===== config.mk =====
export PLATFORM = sky130hd
export DESIGN_NAME = key_debounce_event_queue
export DESIGN_NICKNAME = d
export VERILOG_FILES = /design/src/design/kdeq_pkg.sv /design/src/design/key_debounce_event_queue.sv /design/src/design/kdeq_datapath.sv /design/src/design/kdeq_ctrl.sv
export SDC_FILE = /design/constraint.sdc
export NUM_CORES = 1
export LEC_CHECK = 0
export BUFFER_PORTS_ARGS = -buffer_cell sky130_fd_sc_hd__buf_4
export CELL_PAD_IN_SITES_DETAIL_PLACEMENT = 0
export CELL_PAD_IN_SITES_GLOBAL_PLACEMENT = 2
export CORE_ASPECT_RATIO = 1.1
export CORE_UTILIZATION = 30
export DETAILED_ROUTE_END_ITERATION = 6
export GPL_TIMING_DRIVEN = 0
export PLACE_DENSITY = 0.64
export SYNTH_ARGS = -nofsm -noshare
export SYNTH_HDL_FRONTEND = slang
export SYNTH_SLANG_ARGS = --single-unit
export TNS_END_PERCENT = 30

===== constraint.sdc =====
create_clock -name aclk -period 5.32 [get_ports aclk]
set_input_delay 1.33 -clock aclk [delete_from_list [all_inputs] [get_ports aclk]]
set_output_delay 1.33 -clock aclk [all_outputs]
set_load 0.01 [all_outputs]

===== src/design/kdeq_pkg.sv =====
// Shared constants, payload types and control types of the key debounce event queue.
// No dependencies.
package kdeq_pkg;

    localparam int MAX_KEYS    = 10;
    localparam int QUEUE_DEPTH = 13;

    localparam int BITS_W     = 10;
    localparam int KCNT_W     = 4;
    localparam int FILT_W     = 8;
    localparam int HOLD_W     = 16;
    localparam int NUM_W      = 4;
    localparam int KIND_W     = 2;
    localparam int PEND_W     = 4;
    localparam int ENTRY_W    = NUM_W + KIND_W;
    localparam int CFG_IDX_W  = 2;
    localparam int CFG_DATA_W = 16;

    localparam int KEY_W  = (MAX_KEYS > 1) ? $clog2(MAX_KEYS) : 1;
    localparam int QPTR_W = (QUEUE_DEPTH > 1) ? $clog2(QUEUE_DEPTH) : 1;
    localparam int QCNT_W = $clog2(QUEUE_DEPTH + 1);

    localparam logic [KIND_W-1:0] KIND_PRESS       = 2'd0;
    localparam logic [KIND_W-1:0] KIND_RELEASE     = 2'd1;
    localparam logic [KIND_W-1:0] KIND_LONG_FIRST  = 2'd2;
    localparam logic [KIND_W-1:0] KIND_LONG_SECOND = 2'd3;

    localparam logic [CFG_IDX_W-1:0] CFG_KEY_COUNT   = 2'd0;
    localparam logic [CFG_IDX_W-1:0] CFG_FILTER      = 2'd1;
    localparam logic [CFG_IDX_W-1:0] CFG_LONG_FIRST  = 2'd2;
    localparam logic [CFG_IDX_W-1:0] CFG_LONG_SECOND = 2'd3;

    localparam logic [KCNT_W-1:0] RST_KEY_COUNT   = 4'd2;
    localparam logic [FILT_W-1:0] RST_FILTER      = 8'd5;
    localparam logic [HOLD_W-1:0] RST_LONG_FIRST  = 16'd200;
    localparam logic [HOLD_W-1:0] RST_LONG_SECOND = 16'd400;
    localparam logic [HOLD_W-1:0] HOLD_MAX        = 16'hFFFF;

    typedef struct packed {
        logic              func;
        logic [BITS_W-1:0] pressed_bits;
    } kdeq_in_t;

    typedef struct packed {
        logic              queue_empty;
        logic [NUM_W-1:0]  key_number;
        logic [KIND_W-1:0] event_kind;
        logic [PEND_W-1:0] pending_count;
    } kdeq_out_t;

    typedef enum logic [1:0] {
        ST_IDLE,
        ST_SCAN,
        ST_SECOND,
        ST_READ
    } kdeq_state_t;

    typedef struct packed {
        logic load;
        logic scan;
        logic push_second;
        logic pop;
    } kdeq_cmd_t;

    typedef struct packed {
        logic keys_none;
        logic scan_last;
        logic need_second;
    } kdeq_status_t;

endpackage


===== src/design/key_debounce_event_queue.sv =====
// Channel  | Ports                         | Carries
// ---------+-------------------------------+---------------------------------------
// input    | s_valid s_ready s_data        | scan tick with key samples, or read
// result   | m_valid m_ready m_data        | one popped event or empty flag per read
// config   | cfg_we cfg_index cfg_wdata    | key count, filter, long thresholds
//
// A tick is latched in the idle state; the walk then visits one key state per cycle,
// pausing for an extra queue write after each key that fires both long-press events.
// A read moves to the read state and waits there while a previous result is unread.
// Synchronous reset clears all key state and the queue.
// A tick is accepted while an earlier result still waits on m_ready.
// Top level; depends on kdeq_pkg, kdeq_ctrl and kdeq_datapath.
module key_debounce_event_queue (
    input  logic                            aclk,
    input  logic                            aresetn,
    input  logic                            cfg_we,
    input  logic [kdeq_pkg::CFG_IDX_W-1:0]  cfg_index,
    input  logic [kdeq_pkg::CFG_DATA_W-1:0] cfg_wdata,
    input  logic                            s_valid,
    output logic                            s_ready,
    input  kdeq_pkg::kdeq_in_t              s_data,
    output logic                            m_valid,
    input  logic                            m_ready,
    output kdeq_pkg::kdeq_out_t             m_data
);
    import kdeq_pkg::*;

    kdeq_cmd_t    cmd;
    kdeq_status_t status;

    kdeq_ctrl u_ctrl (
        .aclk    (aclk),
        .aresetn (aresetn),
        .s_valid (s_valid),
        .s_func  (s_data.func),
        .s_ready (s_ready),
        .m_valid (m_valid),
        .m_ready (m_ready),
        .status  (status),
        .cmd     (cmd)
    );

    kdeq_datapath u_dp (
        .aclk      (aclk),
        .aresetn   (aresetn),
        .cfg_we    (cfg_we),
        .cfg_index (cfg_index),
        .cfg_wdata (cfg_wdata),
        .s_data    (s_data),
        .cmd       (cmd),
        .status    (status),
        .m_data    (m_data)
    );

endmodule


===== src/design/kdeq_datapath.sv =====
// Datapath: configuration registers, per-key debounce state, event queue, result register.
// Depends on kdeq_pkg; driven by kdeq_ctrl commands.
module kdeq_datapath (
    input  logic                               aclk,
    input  logic                               aresetn,
    input  logic                               cfg_we,
    input  logic [kdeq_pkg::CFG_IDX_W-1:0]     cfg_index,
    input  logic [kdeq_pkg::CFG_DATA_W-1:0]    cfg_wdata,
    input  kdeq_pkg::kdeq_in_t                 s_data,
    input  kdeq_pkg::kdeq_cmd_t                cmd,
    output kdeq_pkg::kdeq_status_t             status,
    output kdeq_pkg::kdeq_out_t                m_data
);
    import kdeq_pkg::*;

    logic [KCNT_W-1:0] key_count_reg;
    logic [FILT_W-1:0] filter_ticks_reg;
    logic [HOLD_W-1:0] long_first_reg;
    logic [HOLD_W-1:0] long_second_reg;

    logic              filtering_reg [MAX_KEYS];
    logic              last_reg      [MAX_KEYS];
    logic [FILT_W-1:0] fc_reg        [MAX_KEYS];
    logic [HOLD_W-1:0] hc_reg        [MAX_KEYS];

    logic [ENTRY_W-1:0] store_mem [QUEUE_DEPTH];
    logic [QPTR_W-1:0]  rp_reg;
    logic [QPTR_W-1:0]  wp_reg;
    logic [QCNT_W-1:0]  cnt_reg;

    logic [BITS_W-1:0] bits_reg;
    logic [KEY_W-1:0]  k_reg;
    logic [KEY_W-1:0]  sec_key_reg;
    kdeq_out_t         out_reg;

    logic [MAX_KEYS-1:0] samp;
    logic [KCNT_W-1:0]   n_eff;
    logic                now;
    logic                filt;
    logic                last;
    logic [FILT_W-1:0]   fc;
    logic [HOLD_W-1:0]   hc;
    logic [FILT_W-1:0]   fc_inc;
    logic [HOLD_W-1:0]   hc_inc;
    logic                f_next;
    logic                l_next;
    logic [FILT_W-1:0]   fc_next;
    logic [HOLD_W-1:0]   hc_next;
    logic                hit_first;
    logic                hit_second;
    logic                scan_push;
    logic [KIND_W-1:0]   scan_kind;
    logic                do_push;
    logic [NUM_W-1:0]    push_num;
    logic [KIND_W-1:0]   push_kind;
    logic                q_full;
    logic                q_empty;
    logic [ENTRY_W-1:0]  head;

    always_comb begin
        for (int i = 0; i < MAX_KEYS; i++) begin
            samp[i] = (i < BITS_W) ? bits_reg[i] : 1'b0;
        end
    end

    assign n_eff = (key_count_reg > KCNT_W'(MAX_KEYS)) ? KCNT_W'(MAX_KEYS) : key_count_reg;

    assign now    = samp[k_reg];
    assign filt   = filtering_reg[k_reg];
    assign last   = last_reg[k_reg];
    assign fc     = fc_reg[k_reg];
    assign hc     = hc_reg[k_reg];
    assign fc_inc = fc + FILT_W'(1);
    assign hc_inc = hc + HOLD_W'(1);

    always_comb begin
        f_next     = filt;
        l_next     = last;
        fc_next    = fc;
        hc_next    = hc;
        hit_first  = 1'b0;
        hit_second = 1'b0;
        scan_push  = 1'b0;
        scan_kind  = KIND_PRESS;
        if (!filt) begin
            if (now != last) begin
                l_next  = now;
                fc_next = '0;
                f_next  = 1'b1;
            end else if (now && (hc != HOLD_MAX)) begin
                hc_next    = hc_inc;
                hit_first  = (hc_inc == long_first_reg);
                hit_second = (hc_inc == long_second_reg);
                scan_push  = hit_first || hit_second;
                scan_kind  = hit_first ? KIND_LONG_FIRST : KIND_LONG_SECOND;
            end
        end else if (now == last) begin
            fc_next = fc_inc;
            if (fc_inc >= filter_ticks_reg) begin
                scan_push = 1'b1;
                scan_kind = now ? KIND_PRESS : KIND_RELEASE;
                if (now) begin
                    hc_next = '0;
                end
                f_next = 1'b0;
            end
        end else begin
            l_next = now;
            f_next = 1'b0;
        end
    end

    assign status.keys_none   = (n_eff == '0);
    assign status.scan_last   = (KCNT_W'(k_reg) == n_eff - KCNT_W'(1));
    assign status.need_second = hit_first && hit_second;

    assign do_push   = (cmd.scan && scan_push) || cmd.push_second;
    assign push_num  = cmd.push_second ? NUM_W'(sec_key_reg) + NUM_W'(1)
                                       : NUM_W'(k_reg) + NUM_W'(1);
    assign push_kind = cmd.push_second ? KIND_LONG_SECOND : scan_kind;
    assign q_full    = (cnt_reg == QCNT_W'(QUEUE_DEPTH));
    assign q_empty   = (cnt_reg == '0);
    assign head      = store_mem[rp_reg];

    // configuration
    always_ff @(posedge aclk) begin
        if (!aresetn) begin
            key_count_reg    <= RST_KEY_COUNT;
            filter_ticks_reg <= RST_FILTER;
            long_first_reg   <= RST_LONG_FIRST;
            long_second_reg  <= RST_LONG_SECOND;
        end else if (cfg_we) begin
            unique case (cfg_index)
                CFG_KEY_COUNT:   key_count_reg    <= cfg_wdata[KCNT_W-1:0];
                CFG_FILTER:      filter_ticks_reg <= cfg_wdata[FILT_W-1:0];
                CFG_LONG_FIRST:  long_first_reg   <= cfg_wdata[HOLD_W-1:0];
                CFG_LONG_SECOND: long_second_reg  <= cfg_wdata[HOLD_W-1:0];
            endcase
        end
    end

    // per-key debounce state
    always_ff @(posedge aclk) begin
        if (!aresetn) begin
            for (int i = 0; i < MAX_KEYS; i++) begin
                filtering_reg[i] <= 1'b0;
                last_reg[i]      <= 1'b0;
                fc_reg[i]        <= '0;
                hc_reg[i]        <= '0;
            end
        end else if (cmd.scan) begin
            filtering_reg[k_reg] <= f_next;
            last_reg[k_reg]      <= l_next;
            fc_reg[k_reg]        <= fc_next;
            hc_reg[k_reg]        <= hc_next;
        end
    end

    // walk index and latched samples
    always_ff @(posedge aclk) begin
        if (cmd.load) begin
            bits_reg <= s_data.pressed_bits;
            k_reg    <= '0;
        end else if (cmd.scan) begin
            k_reg       <= k_reg + KEY_W'(1);
            sec_key_reg <= k_reg;
        end
    end

    // event queue storage
    always_ff @(posedge aclk) begin
        if (do_push && !q_full) begin
            store_mem[wp_reg] <= {push_num, push_kind};
        end
    end

    // queue pointers and count
    always_ff @(posedge aclk) begin
        if (!aresetn) begin
            rp_reg  <= '0;
            wp_reg  <= '0;
            cnt_reg <= '0;
        end else if (do_push && !q_full) begin
            wp_reg  <= (wp_reg == QPTR_W'(QUEUE_DEPTH - 1)) ? '0 : wp_reg + QPTR_W'(1);
            cnt_reg <= cnt_reg + QCNT_W'(1);
        end else if (cmd.pop && !q_empty) begin
            rp_reg  <= (rp_reg == QPTR_W'(QUEUE_DEPTH - 1)) ? '0 : rp_reg + QPTR_W'(1);
            cnt_reg <= cnt_reg - QCNT_W'(1);
        end
    end

    // result register
    always_ff @(posedge aclk) begin
        if (cmd.pop) begin
            if (q_empty) begin
                out_reg <= '{queue_empty: 1'b1, key_number: '0, event_kind: '0,
                             pending_count: '0};
            end else begin
                out_reg <= '{queue_empty: 1'b0,
                             key_number: head[ENTRY_W-1:KIND_W],
                             event_kind: head[KIND_W-1:0],
                             pending_count: PEND_W'(cnt_reg - QCNT_W'(1))};
            end
        end
    end

    assign m_data = out_reg;

endmodule


===== src/design/kdeq_ctrl.sv =====
// Controller: sequences the key walk, the extra queue write and the read; owns result valid.
// Depends on kdeq_pkg; drives kdeq_datapath.
module kdeq_ctrl (
    input  logic                   aclk,
    input  logic                   aresetn,
    input  logic                   s_valid,
    input  logic                   s_func,
    output logic                   s_ready,
    output logic                   m_valid,
    input  logic                   m_ready,
    input  kdeq_pkg::kdeq_status_t status,
    output kdeq_pkg::kdeq_cmd_t    cmd
);
    import kdeq_pkg::*;

    kdeq_state_t state_reg;
    kdeq_state_t state_next;
    logic        last_reg;
    logic        last_next;
    logic        valid_reg;
    logic        valid_next;

    always_ff @(posedge aclk) begin
        if (!aresetn) begin
            state_reg <= ST_IDLE;
            last_reg  <= 1'b0;
            valid_reg <= 1'b0;
        end else begin
            state_reg <= state_next;
            last_reg  <= last_next;
            valid_reg <= valid_next;
        end
    end

    always_comb begin
        state_next = state_reg;
        last_next  = last_reg;
        cmd        = '0;
        s_ready    = 1'b0;
        unique case (state_reg)
            ST_IDLE: begin
                s_ready = 1'b1;
                if (s_valid) begin
                    cmd.load = 1'b1;
                    if (s_func) begin
                        state_next = ST_READ;
                    end else if (!status.keys_none) begin
                        state_next = ST_SCAN;
                    end
                end
            end
            ST_SCAN: begin
                cmd.scan = 1'b1;
                if (status.need_second) begin
                    last_next  = status.scan_last;
                    state_next = ST_SECOND;
                end else if (status.scan_last) begin
                    state_next = ST_IDLE;
                end
            end
            ST_SECOND: begin
                cmd.push_second = 1'b1;
                state_next      = last_reg ? ST_IDLE : ST_SCAN;
            end
            ST_READ: begin
                if (!valid_reg || m_ready) begin
                    cmd.pop    = 1'b1;
                    state_next = ST_IDLE;
                end
            end
            default: state_next = ST_IDLE;
        endcase
    end

    always_comb begin
        valid_next = valid_reg;
        if (cmd.pop) begin
            valid_next = 1'b1;
        end else if (m_ready) begin
            valid_next = 1'b0;
        end
    end

    assign m_valid = valid_reg;

endmodule


* After elaboration in Yosys (flattened, before gate mapping)
Memory sizes are Yosys's and may differ from the RTL's. A register that Yosys moved wholly into a read port is not among the register bits.
Index checks and enable logic that the tools add are counted.
** Word-level totals
- Memories :: 5
- Logic and storage cells :: 173
- Input port bits :: 34
- Flip-flop bits (word level) :: 89
- RAM bits :: 338
- Output and inout bits :: 13
** Memory list
- u_dp.hc_reg :: depth 10, bits a word 16, rd ports 1, clocked after memory_dff 1, write ports 10, line kdeq_datapath.sv:24 : logic [HOLD_W-1:0] hc_reg [MAX_KEYS];
- u_dp.fc_reg :: depth 10, bits a word 8, rd ports 1, clocked after memory_dff 1, write ports 10, line kdeq_datapath.sv:23 : logic [FILT_W-1:0] fc_reg [MAX_KEYS];
- u_dp.store_mem :: depth 13, bits a word 6, rd ports 1, clocked after memory_dff 1, write ports 1, line kdeq_datapath.sv:26 : logic [ENTRY_W-1:0] store_mem [QUEUE_DEPTH];
- u_dp.filtering_reg :: depth 10, bits a word 1, rd ports 1, clocked after memory_dff 1, write ports 10, line kdeq_datapath.sv:21 : logic filtering_reg [MAX_KEYS];
- u_dp.last_reg :: depth 10, bits a word 1, rd ports 1, clocked after memory_dff 1, write ports 10, line kdeq_datapath.sv:22 : logic last_reg [MAX_KEYS];
** Operators by class
- Reductions and logical operators :: 29
- Eq/ne operators :: 19
- Magnitude comparators :: 3
- Multiplexer cells :: 89
- Add/subtract/negate cells :: 9
- Bitwise gates (word level) :: 2
** Operators with widths (count)
- two-way mux 16 bit :: 7
- two-way mux 4 bit :: 20
- two-way mux 1 bit :: 43
- == test 16 bit :: 2
- two-way mux 8 bit :: 4
- two-way mux 2 bit :: 12
- adder 4 x 1 -> 4 bit (second input constant) :: 5
- adder 16 x 1 -> 16 bit (second input constant) :: 1
- inequality test 16 bit (second input constant) :: 1
- OR reduction 16 bit :: 1
- AND reduction 2 bit :: 7
- == test 4 bit (second input constant) :: 3
- two-way mux 11 bit :: 1
- adder 8 x 1 -> 8 bit (second input constant) :: 1
- == test 2 bit (second input constant) :: 4
- >= comparator 8 bit :: 1
- logical NOT 4 bit :: 2
- one-hot mux 2 bit (4 select lines) :: 1
- OR reduction 8 bit :: 1
- subtractor 4 x 1 -> 4 bit (second input constant) :: 2
- logical AND 1 bit :: 5
- < comparator 4 x 5 -> 1 bit (second input constant) :: 1
- binary-select mux 1 bit (select 4 bit) :: 1
- == test 2 x 1 -> 1 bit (second input constant) :: 2
- 15 further kinds :: 23

* Depth between registers and ports, before layout
- Word-level depth :: 13
- Gate-level depth with buffers :: 21
- Gate-level depth less buffers :: 15

* Modules after synthesis
Synthesis repeated with hierarchy kept, for this count alone.
** Second synthesis, totals
- Cells, all modules :: 1841
- Area total of the unflattened synthesis :: 26092.5 µm²
** Modules (own cells, without submodules)
- kdeq_datapath :: sequential area each 16766.1 µm², area an instance 25862.3 µm², cells each 1815, times used 1
- kdeq_ctrl :: sequential area each 80.1 µm², area an instance 230.2 µm², cells each 26, times used 1

* Worst setup path before layout
Ideal clock, no wire load.
- Path kind :: reg2reg
- Start :: register (tool-made name)
- End :: memory u_dp.store_mem[4][0] (netlist name) (enable)
- Clock period less this slack :: 5.349 ns
- Cell stages (with the launch flop) :: 21
- Data required time :: 5.000 ns
- Path slack :: -0.029 ns
- Arrival :: 5.029 ns
- Path through :: dfxtp_1 > buf_6 > buf_12 > buf_8 > buf_2 > buf_2 > buf_2 > buf_2 > mux4_2 > mux4_2 > and3_1 > xor2_1 > ha_1 > nand2_1 > o21a_1 > o211ai_1 > and2_1 > clkbuf_1 > and2_4 > buf_6 > and3_1
** RTL lines (line)
- end, declared :: kdeq_datapath.sv:26

==> impl_results.md <==
- Worst vdd ir: between 200 and 250 uV
- Final number of setup-violating endpoints: 0
- Reg power frac: around two fifths
- Clock network power share: ~31%
- LEAKAGE: approximately 10 nW
- H-tree Lvls: 2
- WL final: around 76000 um
- ANT cells: 0
- Final ANT Viol Nets: 0
- CTS Buf Count: 58
- All-Layer GR Usage: between 10% and 20%
- FF+latch count, synth: 591
- Commonest non-fill, non-tap cell in the layout: edfxtp_1
- Row Count: ~110
- Total Power: 13.20 mW
- Internal power: about 9.2 mW
- Rel. slew slack: between 10% and 20%
- Simple-Gate Fraction of Synth Area: 10.78%
- Starting Density: roughly 30%
- CTS root buf: clkbuf_16
- Sequential fraction of the synthesis area: 64.36%
- Post-place setup slack: -2.583 ns
- Syn avg cell area: roughly 14 sq um
- Crit start category: flip-flop
- First-pass GRT wire length: around 110000 um
- Run status: finished clean
- Area contributors post-synth: edfxtp_1 57%, mux4_2 11%, dfxtp_1 6.9%, nor2_1 3.9%, nand2_1 2.6%
- Pre-antenna DRT Iters: 5
- Clock Sink Count: just under 600
- Hold-fix buffer count after cts: 0
- Synth top area share: a little under three fifths
- Input/output buffers: 46
- Grt total ovfl: 0
- Arrival time worst endpoint: 5.42 ns
- DR vias: 15860
- Mux share of post-synthesis cell area: 13.30%
- Post-Synth XOR/XNOR Area: 2.567%
- Post-synth top flop: edfxtp_1
- Top Ports: between 40 and 50
- Largest net degree at the start of global routing: 25
- Tcrit/Tclk final: between 90% and 100%
- Largest family of logic cells by synthesized area: multiplexers
- Clock transition at path regs: roughly 0.060 ns
- Final Slew Violations: 0
- Final Wtd Congestion: 0.7887
- Async S/R FF share, synth: 0%
- Area taken by multi-input logic gates: just under 0.009 sq mm
- Critical path type: reg2reg
- Sw Pwr: a little over 4 mW
- Layout cell share with drive strength beyond 1: 22.61%
- Post-synth top area cell: edfxtp_1
- Sw frac: between 30 and 40%
- Vias/cell: just under 5
- Post-Syn Instances: ~1800
- Number of nets in the layout: about 2100
- Initial antenna violation count: 0
- Number of max-cap violations: 0
- Largest register FFs: 256
- Final HPWL DP: approximately 53000 um
- Synth Net Count: 1906
- Placeable Area: 0.08639 sq mm
- Die Area: around 0.088 sq mm
- Register area: ~0.017 sq mm
- Hold WC Path Type: reg2reg
- Final Skew: 0.03618 ns
- Worst Max-Slew Pin Slew: around 1.2 ns
- Filler Cells Inserted: around 8300
- Pwr Density: ~430 mW/mm^2
- Post-synth cell types: 89
- Clk_lat worst skew: approximately 0.64 ns
- Post-synth design cell area: roughly 0.026 sq mm
- Fin. Hold Viols: 0
- Hold Path Origin: u_dp.k_reg[2]$_SDFFE_PP0P_
- CP max FO: 10
- Die span in x: between 200 and 300 um
- Drt wl/cell: roughly 24 um
- Fmax: slightly below 200 MHz
- CP Capture Type: flip-flop
- Vias in the first global route: between 15000 and 20000
- Synth Area in Compound Gates: under 10%
- Combinational group share of total power: roughly 28%
- Max Root-Sink Buffers: 3
- DR DRC count: 0
- Die span in y: a little over 300 um
- Most frequent cells in the layout: 501 x edfxtp_1, 267 x nor2_1, 159 x nand2_1
- Initial DRC Count: 1358
- Final setup margin: roughly 0.22 ns
- Layout area overhead: 17.90%
- Synth Area in Adders: 1.099%
- Count of flip-flops with a built-in enable after synthesis: approximately 500
- Worst Path Required: ~5.6 ns
- TritonCTS clock tree: done
- Period minus WS final: ~5.1 ns
- Yosys warns: 0
==> logic make-up after synthesis <==
family,Yosys count
AOI/OAI and AO/OA,183
xor gates and xnor gates,71
adders and majority gates,23
buffers and inverters,169
DFF,591
muxes,182
and+or+nand+nor,630
==> cells in the mapped netlist (all sizes together), types with 4 or more instances <==
library cell	number
nor2b	20
or2	6
mux2i	47
a22oi	16
nor2	275
inv	58
a21oi	50
buf	37
nand3b	4
or3	4
xor2	26
o21ai	42
a21o	6
nand2	185
dfxtp	90
clkbuf	73
a32oi	4
and3	22
nand4	9
and4	4
and2	15
a221oi	10
ha	23
nand2b	11
nor3	15
nor3b	6
o211ai	10
xnor2	42
nand3	43
mux4	132
edfxtp	501
==> routing by layer <==
| layer | vias up | track usage [%] | share of wire [%] |
|---|---|---|---|
| li1 | 7207 | - | - |
| met3 | 85 | 2.445 | 4.4 |
| met4 | 0 | 4.189 | 2.0 |
| met2 | 372 | 30.41 | 51 |
| met5 | - | 0 | 0 |
| met1 | 8192 | 22.29 | 43 |
==> area by class of cell <==
type,instances,area share (%)
Timing Repair Buffer,98,2.964
Buffer,105,2.165
Tap cell,1150,4.663
Inverter,59,0.7298
Clock buffer,70,4.882
Sequential cell,591,54.59
Clock inverter,36,1.180
Multi-Input combinational cell,1089,28.83
==> worst paths after layout <==
path	slack (ns)	depth (start not counted)	endpoint
worst max-delay path	0.22	19	u_dp.store_mem[0][2]$_DFFE_PP_
worst min-delay path	0.45	0	u_dp.sec_key_reg[2]$_DFFE_PP_
worst max register to register	0.22	19	u_dp.store_mem[0][2]$_DFFE_PP_
worst min register to register	0.45	0	u_dp.sec_key_reg[2]$_DFFE_PP_
==> power by group through the flow <==
stage               clock network [mW]  registers [mW]  logic, mW
finish                            4.13            5.37       3.71
global route                      4.39            5.38       3.98
detailed placement                   0            5.47       3.44
CTS                               4.22            5.37       3.61
global placement                     0            5.46       3.41
floorplan                            0            5.44       2.36
==> worst max-delay path, cell delays in order (launching register included) <==
cell and delay, ns:
dfxtp_1 0.36, buf_6 0.15, buf_12 0.14, buf_12 0.16, mux2i_1 0.12, a221oi_4 0.35
a22oi_2 0.21, nand2_1 0.11, ha_2 0.22, inv_2 0.08, nor3_4 0.39, xnor2_1 0.17
inv_1 0.09, or4_1 0.53, nand4b_1 0.18, or4_4 0.53, o211ai_4 0.32, and2_4 0.24
buf_6 0.15, and3_4 0.27
==> metrics by stage <==
stage	TNS (ns)	cells	util (%)	hold WS, ns	instance area [sq um]
5_1_grt	-0.03606	3198	35.72	0.4826	30860
6_report	0	3198	35.72	0.4472	30860
3_5_place_dp	-820.15	3066	32.82	0.4210	28350
4_1_cts	0	3179	35.44	0.4549	30620
3_3_place_gp	-1068.04	3045	32.37	0.4180	27960
2_1_floorplan	0	1849	-	0.4064	26180
==> what timing repair did <==
item | CTS | global route
gates cloned | 1 | 1
resized for setup | 105 | 34
setup endpoints to repair | 495 | 349
buffers inserted | 8 | 21
pin swaps | 6 | 8
(Power assumes the default switching activity.)
